File: src/sv/wnaf_pkg.sv
// Shared constants and types for the wNAF scalar recoder.
package wnaf_pkg;

    localparam int SCALAR_CHUNKS = 28;
    localparam int FLUSH_WINDOWS = 2;

    localparam int CHUNK_W = 16;
    localparam int ACC_W   = 34;
    localparam int POW_W   = 9;
    localparam int DIG_W   = 9;
    localparam int WB_W    = 3;
    localparam int CNT_W   = 5;
    localparam int FLUSH_W = 2;
    localparam int SHAMT_W = 5;

    localparam logic [WB_W-1:0] WINDOW_BITS_RESET = 3'd3;

    typedef enum logic [1:0] {
        ST_IDLE,
        ST_SCAN,
        ST_END
    } state_t;

    // Digit formed at the current scan position.
    typedef struct packed {
        logic [DIG_W-1:0]        clear_mask;
        logic [DIG_W-1:0]        span;
        logic                    neg;
        logic signed [DIG_W-1:0] value;
    } digit_info_t;

endpackage

File: src/sv/wnaf_digit.sv
// Forms one signed odd digit from the low bits of the shifted accumulator.
module wnaf_digit
    import wnaf_pkg::*;
(
    input  logic [DIG_W-1:0] acc_low,
    input  logic [WB_W-1:0]  window_bits,
    output digit_info_t      info
);

    logic [3:0]       top_idx;
    logic [DIG_W-1:0] span;
    logic [DIG_W-1:0] mask;
    logic [DIG_W-1:0] mag;

    always_comb
    begin
        top_idx = 4'({1'b0, window_bits}) + 4'd1;
        span    = DIG_W'(1) << top_idx;
        mask    = span - DIG_W'(1);
        mag     = acc_low & mask;

        info.clear_mask = mask;
        info.span       = span;
        info.neg        = acc_low[top_idx];
        // The odd digit is negative when the bit above it is set.
        info.value      = info.neg ? $signed(mag - span) : $signed(mag);
    end

endmodule

File: src/sv/wnaf_scalar_recoder_core.sv
// Top level of the wNAF scalar recoder: chunk intake, window scan and result register.
//
// The block recodes a scalar that arrives as SCALAR_CHUNKS transactions of 16 bits,
// least significant chunk first, into signed odd digits whose magnitude is below
// 2^(window_bits+1). Each digit leaves as one result transaction carrying its bit
// position (power) and its value, in ascending power order; after the last chunk two
// more windows are flushed and an end transaction follows with is_end set and
// digit_total holding the number of digits sent for the scalar. The first chunk only
// loads the accumulator. Every later chunk is added in, then the scan walks the
// 16-bit window through the accumulator shift register: a digit step per digit, a
// skip step per run of up to four zero bits that still lies below a set bit of the
// window, and a step that closes the window once its remaining bits are clear. The
// last chunk also has two flush windows closed and the end record sent. A new chunk
// is taken only when the scan of the previous one is over, so the scan loop sets the
// rate. A result waiting in the output register with result_stall high holds the
// scan only when the next digit needs that register. The window_bits register is
// written through the cfg channel (always ready); the user must write it only while
// the block is idle, which the block itself does not enforce.
module wnaf_scalar_recoder_core
    import wnaf_pkg::*;
(
    input  logic                    clk,
    input  logic                    rst_n,

    input  logic                    cfg_valid,
    output logic                    cfg_ready,
    input  logic [WB_W-1:0]         cfg_data,

    input  logic                    chunk_valid,
    output logic                    chunk_stall,
    input  logic [CHUNK_W-1:0]      chunk,

    output logic                    result_valid,
    input  logic                    result_stall,
    output logic [POW_W-1:0]        power,
    output logic signed [DIG_W-1:0] digit,
    output logic [POW_W-1:0]        digit_total,
    output logic                    is_end
);

    state_t state_reg, state_next;

    logic [WB_W-1:0]    window_bits_reg;
    logic [ACC_W-1:0]   acc_reg, acc_next;
    logic [CNT_W-1:0]   chunk_cnt_reg, chunk_cnt_next;
    logic [POW_W-1:0]   digit_cnt_reg, digit_cnt_next;
    logic [POW_W-1:0]   bitpos_reg, bitpos_next;
    logic [FLUSH_W-1:0] flush_reg, flush_next;
    logic               last_reg, last_next;

    logic                    result_valid_reg;
    logic [POW_W-1:0]        power_reg;
    logic signed [DIG_W-1:0] digit_reg;
    logic [POW_W-1:0]        total_reg;
    logic                    end_reg;

    digit_info_t dinfo;

    logic                 chunk_take;
    logic                 out_free;
    logic [3:0]           win_pos;
    logic [SHAMT_W-1:0]   win_rest;
    logic [CHUNK_W-1:0]   win_mask;
    logic                 win_zero;
    logic [SHAMT_W-1:0]   tz_run;
    logic                 scalar_last;

    // Actions chosen by the controller for this cycle.
    logic                 do_load;
    logic                 do_close;
    logic                 do_skip;
    logic                 do_digit;
    logic                 do_end;

    wnaf_digit u_digit (
        .acc_low     (acc_reg[DIG_W-1:0]),
        .window_bits (window_bits_reg),
        .info        (dinfo)
    );

    assign cfg_ready    = 1'b1;
    assign chunk_stall  = (state_reg != ST_IDLE);
    assign chunk_take   = chunk_valid && !chunk_stall;
    assign out_free     = !result_valid_reg || !result_stall;

    assign result_valid = result_valid_reg;
    assign power        = power_reg;
    assign digit        = digit_reg;
    assign digit_total  = total_reg;
    assign is_end       = end_reg;

    // The accumulator has already been shifted by the scan position, so the bits
    // still inside the current window are its low (16 - position) bits.
    assign win_pos     = bitpos_reg[3:0];
    assign win_rest    = SHAMT_W'(CHUNK_W) - SHAMT_W'(win_pos);
    assign win_mask    = {CHUNK_W{1'b1}} >> win_pos;
    assign win_zero    = (acc_reg[CHUNK_W-1:0] & win_mask) == '0;
    assign scalar_last = (chunk_cnt_reg >= CNT_W'(SCALAR_CHUNKS - 1));

    // Zero run below the next set bit, at most one nibble per cycle. Only used when
    // bit zero is clear and a set bit remains in the window, so the run stays inside it.
    always_comb
    begin
        if (acc_reg[1])
        begin
            tz_run = SHAMT_W'(1);
        end
        else if (acc_reg[2])
        begin
            tz_run = SHAMT_W'(2);
        end
        else if (acc_reg[3])
        begin
            tz_run = SHAMT_W'(3);
        end
        else
        begin
            tz_run = SHAMT_W'(4);
        end
    end

    // Next state.
    always_comb
    begin
        state_next = state_reg;
        case (state_reg)
            ST_IDLE:
            begin
                if (chunk_take && (chunk_cnt_reg != '0))
                begin
                    state_next = ST_SCAN;
                end
            end
            ST_SCAN:
            begin
                if (win_zero && (flush_reg == '0))
                begin
                    state_next = last_reg ? ST_END : ST_IDLE;
                end
            end
            ST_END:
            begin
                if (out_free)
                begin
                    state_next = ST_IDLE;
                end
            end
            default:
            begin
                state_next = ST_IDLE;
            end
        endcase
    end

    // Controller outputs.
    always_comb
    begin
        do_load  = 1'b0;
        do_close = 1'b0;
        do_skip  = 1'b0;
        do_digit = 1'b0;
        do_end   = 1'b0;
        case (state_reg)
            ST_IDLE:
            begin
                do_load = chunk_take;
            end
            ST_SCAN:
            begin
                if (win_zero)
                begin
                    do_close = 1'b1;
                end
                else if (acc_reg[0])
                begin
                    do_digit = out_free;
                end
                else
                begin
                    do_skip = 1'b1;
                end
            end
            ST_END:
            begin
                do_end = out_free;
            end
            default:
            begin
                do_load = 1'b0;
            end
        endcase
    end

    // Datapath next values.
    always_comb
    begin
        acc_next       = acc_reg;
        chunk_cnt_next = chunk_cnt_reg;
        digit_cnt_next = digit_cnt_reg;
        bitpos_next    = bitpos_reg;
        flush_next     = flush_reg;
        last_next      = last_reg;

        if (do_load)
        begin
            if (chunk_cnt_reg == '0)
            begin
                // First chunk of a scalar restarts the accumulator, counts and bit position.
                acc_next       = ACC_W'(chunk);
                digit_cnt_next = '0;
                bitpos_next    = '0;
                chunk_cnt_next = CNT_W'(1);
            end
            else
            begin
                acc_next   = acc_reg + {2'b00, chunk, {CHUNK_W{1'b0}}};
                last_next  = scalar_last;
                flush_next = scalar_last ? FLUSH_W'(FLUSH_WINDOWS) : '0;
                chunk_cnt_next = scalar_last ? '0 : chunk_cnt_reg + CNT_W'(1);
            end
        end

        if (do_close)
        begin
            acc_next    = acc_reg >> win_rest;
            bitpos_next = bitpos_reg + POW_W'(win_rest);
            if (flush_reg != '0)
            begin
                flush_next = flush_reg - FLUSH_W'(1);
            end
        end

        if (do_skip)
        begin
            acc_next    = acc_reg >> tz_run;
            bitpos_next = bitpos_reg + POW_W'(tz_run);
        end

        if (do_digit)
        begin
            // Clearing the digit's bits subtracts its magnitude; a negative digit
            // carries the span into the bit above.
            acc_next = {acc_reg[ACC_W-1:DIG_W], acc_reg[DIG_W-1:0] & ~dinfo.clear_mask}
                       + (dinfo.neg ? ACC_W'(dinfo.span) : '0);
            digit_cnt_next = digit_cnt_reg + POW_W'(1);
        end

        if (do_end)
        begin
            digit_cnt_next = '0;
            last_next      = 1'b0;
        end
    end

    always_ff @(posedge clk or negedge rst_n)
    begin
        if (!rst_n)
        begin
            state_reg        <= ST_IDLE;
            window_bits_reg  <= WINDOW_BITS_RESET;
            acc_reg          <= '0;
            chunk_cnt_reg    <= '0;
            digit_cnt_reg    <= '0;
            bitpos_reg       <= '0;
            flush_reg        <= '0;
            last_reg         <= 1'b0;
            result_valid_reg <= 1'b0;
        end
        else
        begin
            state_reg     <= state_next;
            acc_reg       <= acc_next;
            chunk_cnt_reg <= chunk_cnt_next;
            digit_cnt_reg <= digit_cnt_next;
            bitpos_reg    <= bitpos_next;
            flush_reg     <= flush_next;
            last_reg      <= last_next;
            if (cfg_valid && cfg_ready)
            begin
                window_bits_reg <= cfg_data;
            end
            if (do_digit || do_end)
            begin
                result_valid_reg <= 1'b1;
            end
            else if (!result_stall)
            begin
                result_valid_reg <= 1'b0;
            end
        end
    end

    // Result payload register, loaded only when the previous transaction is gone.
    always_ff @(posedge clk)
    begin
        if (do_digit)
        begin
            power_reg <= bitpos_reg;
            digit_reg <= dinfo.value;
            total_reg <= '0;
            end_reg   <= 1'b0;
        end
        else if (do_end)
        begin
            power_reg <= '0;
            digit_reg <= '0;
            total_reg <= digit_cnt_reg;
            end_reg   <= 1'b1;
        end
    end

    // An end transaction carries no digit.
    assert property (@(posedge clk) disable iff (!rst_n)
        result_valid && is_end |-> (power == '0) && (digit == '0))
        else $error("end transaction carries a digit");

    // Every digit transaction is odd and counts nothing.
    assert property (@(posedge clk) disable iff (!rst_n)
        result_valid && !is_end |-> digit[0] && (digit_total == '0))
        else $error("digit transaction is even or carries a total");

    // Flush windows are only pending for the last chunk of a scalar.
    assert property (@(posedge clk) disable iff (!rst_n)
        (flush_reg != '0) |-> last_reg)
        else $error("flush pending outside the last chunk");

    // A digit is only formed at a set bit, and it clears that bit.
    assert property (@(posedge clk) disable iff (!rst_n)
        do_digit |-> acc_reg[0] ##1 !acc_reg[0])
        else $error("digit formed at a clear bit or left its bit set");

endmodule
File: config.mk
export PLATFORM = sky130hd
export DESIGN_NAME = wnaf_scalar_recoder_core
export DESIGN_NICKNAME = d
export VERILOG_FILES = /design/src/sv/wnaf_pkg.sv /design/src/sv/wnaf_digit.sv /design/src/sv/wnaf_scalar_recoder_core.sv
export SDC_FILE = /design/constraint.sdc
export NUM_CORES = 1
export LEC_CHECK = 0
export BUFFER_PORTS_ARGS = -buffer_cell sky130_fd_sc_hd__buf_2
export CORE_MARGIN = 1
export CORE_UTILIZATION = 48
export CTS_CLUSTER_DIAMETER = 120
export CTS_CLUSTER_SIZE = 30
export DETAILED_ROUTE_END_ITERATION = 10
export HOLD_SLACK_MARGIN = 0.1
export PLACE_DENSITY_LB_ADDON = 0.3
export SETUP_SLACK_MARGIN = 0.1
export SYNTH_ARGS = -nofsm -noshare
export SYNTH_HDL_FRONTEND = slang
export SYNTH_HIERARCHICAL = 1
export SYNTH_SLANG_ARGS = --single-unit
File: constraint.sdc
create_clock -name clk -period 6.15 [get_ports clk]
set_input_delay 1.845 -clock clk [delete_from_list [all_inputs] [get_ports clk]]
set_output_delay 1.845 -clock clk [all_outputs]
set_load 0.005 [all_outputs]
==> impl_metrics.py <==
metrics = {
    "synthesis": {
        "synth_cells": 1357,
        "synth_cell_type_count": 102,
        "ys_top_cells_by_count": "nand2_1 (167), a21oi_1 (105), nor2_1 (96)",
        "synth_area_leader_cell": "dfrtp_1",
        "synthAdderAreaFrac_pct": 5.76,
        "synth_xor_area_share_pct": 3.65,
        "syn_area_per_cell_sq_um": 8.14,
        "ys_top_cells_by_area": "dfrtp_1 (15%), mux4_2 (8.4%), nand2_1 (5.7%), ha_1 (5.2%), edfxtp_1 (4.9%)",
        "ys.flop_type": "dfrtp_1",
        "synth_top_area_share_pct": 14.5,
        "synth-simple-area-share_pct": 20.3,
        "yosys.cell_count.top_type": "nand2_1",
        "synth_compound_area_share_pct": 25.3,
        "synth_nets": 1430,
        "async_reset_ff_share_pct": 70.2,
        "ys_seq_area_share_pct": 21.7,
        "synth_top_family_by_area": "compound AO/OA/AOI/OAI gates",
        "ys_ff_latch": 94,
        "yosys_warnings": 6,
        "yosys-mux-area-fraction_pct": 16.8,
        "synth_area_sq_um": 11000,
        "synth_edf_count": 18,
    },
    "cells_and_area": {
        "final_util_pct": 51.6,
        "multi_input_area_sq_um": 7940,
        "diodes": 0,
        "drive_above_1_share_pct": 15.9,
        "fillers": 2217,
        "ff_latch_area_sq_um": 2400,
        "largest_reg_flops": 34,
        "nNetsFinal": 1413,
        "area_growth_pct": 5.55,
    },
    "timing": {
        "timing.fmax_ghz": 0.184,
        "finalSetupViolCount": 0,
        "hold_viol": 0,
        "worst_pin_slew_ps": 1180,
        "relSlewSlack_pct": 21.0,
        "period_needed_ps": 5440,
        "finalSetupTns_ps": 0,
        "drv_slew": 0,
        "rsz0062_at_grt": "no",
        "clock_skew_ps": 18.4,
        "finalCritPeriodShare_pct": 88.5,
    },
    "setup_path": {
        "cp-end-kind": "flip-flop",
        "cp-startpoint": "window_bits_reg[0]",
        "critPathRequiredTime_ps": 6390,
        "crit_fanout": 12,
        "reg2reg_from": "window_bits_reg[0]",
        "cp-start-kind": "flip-flop",
        "reg2regPathDepth": 20,
        "crit_type": "reg -> reg",
        "cp.arrival_ps": 5690,
    },
    "routing": {
        "routed-via-count": 11000,
        "drc_errors": 0,
        "wl_mm": 37.7,
        "firstDrtPassIters": 6,
        "drt_iter0_drc": 1136,
        "viasPerCell": 6.75,
        "wire_per_inst_microns": 23.2,
        "ant_nets": 0,
    },
    "floorplanning": {
        "io_pins": 55,
        "start_util_pct": 48.9,
        "chipHeight_microns": 154,
        "dieWidth_microns": 154,
        "dieArea_sq_um": 23600,
        "rows": 55,
        "coreArea_sq_um": 22600,
    },
    "clock_network": {
        "cts_resized": 0,
        "cts-buffers-inserted": 9,
        "cts_tree": "built",
        "holdBufCountCts": 0,
        "insertion_delay_ps": 360,
        "clockRootBuffer": "clkbuf_16",
        "post-cts-setup-buffer-count": 0,
        "clock_sinks": 94,
        "ctsLongestPathBuffers": 2,
        "clkTransAtPathRegs_ps": 80,
        "htreeDepth": 3,
    },
    "worst_hold_path": {
        "hp-start": "digit_total[4]",
        "hold_class": "reg -> reg",
        "holdPathStages": 2,
    },
    "global_routing": {
        "grt_pass1_vias": 10400,
        "antenna_found_initial": 0,
        "grt_pass1_wl_mm": 59.0,
        "grt_max_degree": 55,
        "gr-total-overflow": 0,
        "grt_use_total_pct": 32.0,
    },
    "place": {
        "place_hpwl_mm": 27.9,
        "io_buffers": 53,
        "place.gp.congestion": 0.989,
    },
    "run": {
        "max_cap_viol_count": 0,
    },
    "status": {
        "status": "complete, no violations",
    },
}
==> worst paths after layout <==
kind	end	slack (ps)
min in group asynchronous	bitpos_reg[0]	1580
hold / removal	digit_total[4]	450
hold reg to reg	digit_total[4]	450
max in group asynchronous	window_bits_reg[0]	3520
setup / recovery	acc_reg[24]	710
setup reg to reg	acc_reg[24]	710
==> per-layer routing <==
layer | part of all wire [%] | GRT usage (%) | vias up
li1 | - | - | 5026
met1 | 40 | 41.5 | 5186
met2 | 44 | 50.1 | 664
met3 | 9.2 | 5.44 | 133
met4 | 6.3 | 18.9 | 0
met5 | 0 | 0 | -
==> metrics by stage <==
step / area [sq um] / setup slack [ps] / std cells / hold slack (ps)
after floorplan: 11000 / 1580 / 1357 / 450
final: 11700 / 706 / 1630 / 453
after detailed placement: 11300 / 855 / 1614 / 445
after global placement: 11300 / 1070 / 1614 / 440
after CTS: 11700 / 793 / 1630 / 455
after global routing: 11700 / 301 / 1630 / 487
==> cell usage in the layout, fill, tap and decap left out, types with 45 or more instances in the layout <==
cell type  netlist  routed
buf_2           25      53
mux2i_1         53      53
ha_1            46      45
dfrtp_1         64      63
nand3_1         45      45
o21ai_0         88      88
nor2_1          96      96
a21oi_1        105     105
nand2_1        167     167
==> cells by family (layout without fill, tap and decap cells) <==
family / after synthesis / count (layout)
and+or+nand+nor: 463 / 463
AOI/OAI and AO/OA: 422 / 422
buffers and inverters: 157 / 145
muxes: 125 / 125
DFF: 94 / 94
adders and majority gates: 49 / 49
xor gates and xnor gates: 46 / 46
other: 1 / 1
==> critical path: stages, from the launching register on <==
cell and delay, ps:
dfstp_2 660, ha_1 370, nor2_1 150, a21o_1 320
nand2_1 170, ha_1 320, inv_1 110, a211o_1 270
a21oi_1 230, nand2_1 180, nor3_2 310, xor2_1 180
nor2b_1 70, ha_1 350, a2111oi_0 480, o221a_2 290
nor2_1 50, buf_4 190, nand2_1 240, o41ai_1 100
a221o_1 270
==> cell type report <==
cell class / instances / share of cell area, %
Multi-Input combinational cell: 1106 / 68.1
Clock buffer: 11 / 2.36
Clock inverter: 5 / 0.322
Tap cell: 285 / 3.06
Inverter: 49 / 1.60
Timing Repair Buffer: 80 / 4.01
Sequential cell: 94 / 20.6
Power is left out: the tool's default activity adds up to more than one toggle a clock period on the data nets, which glitch-free logic cannot reach.
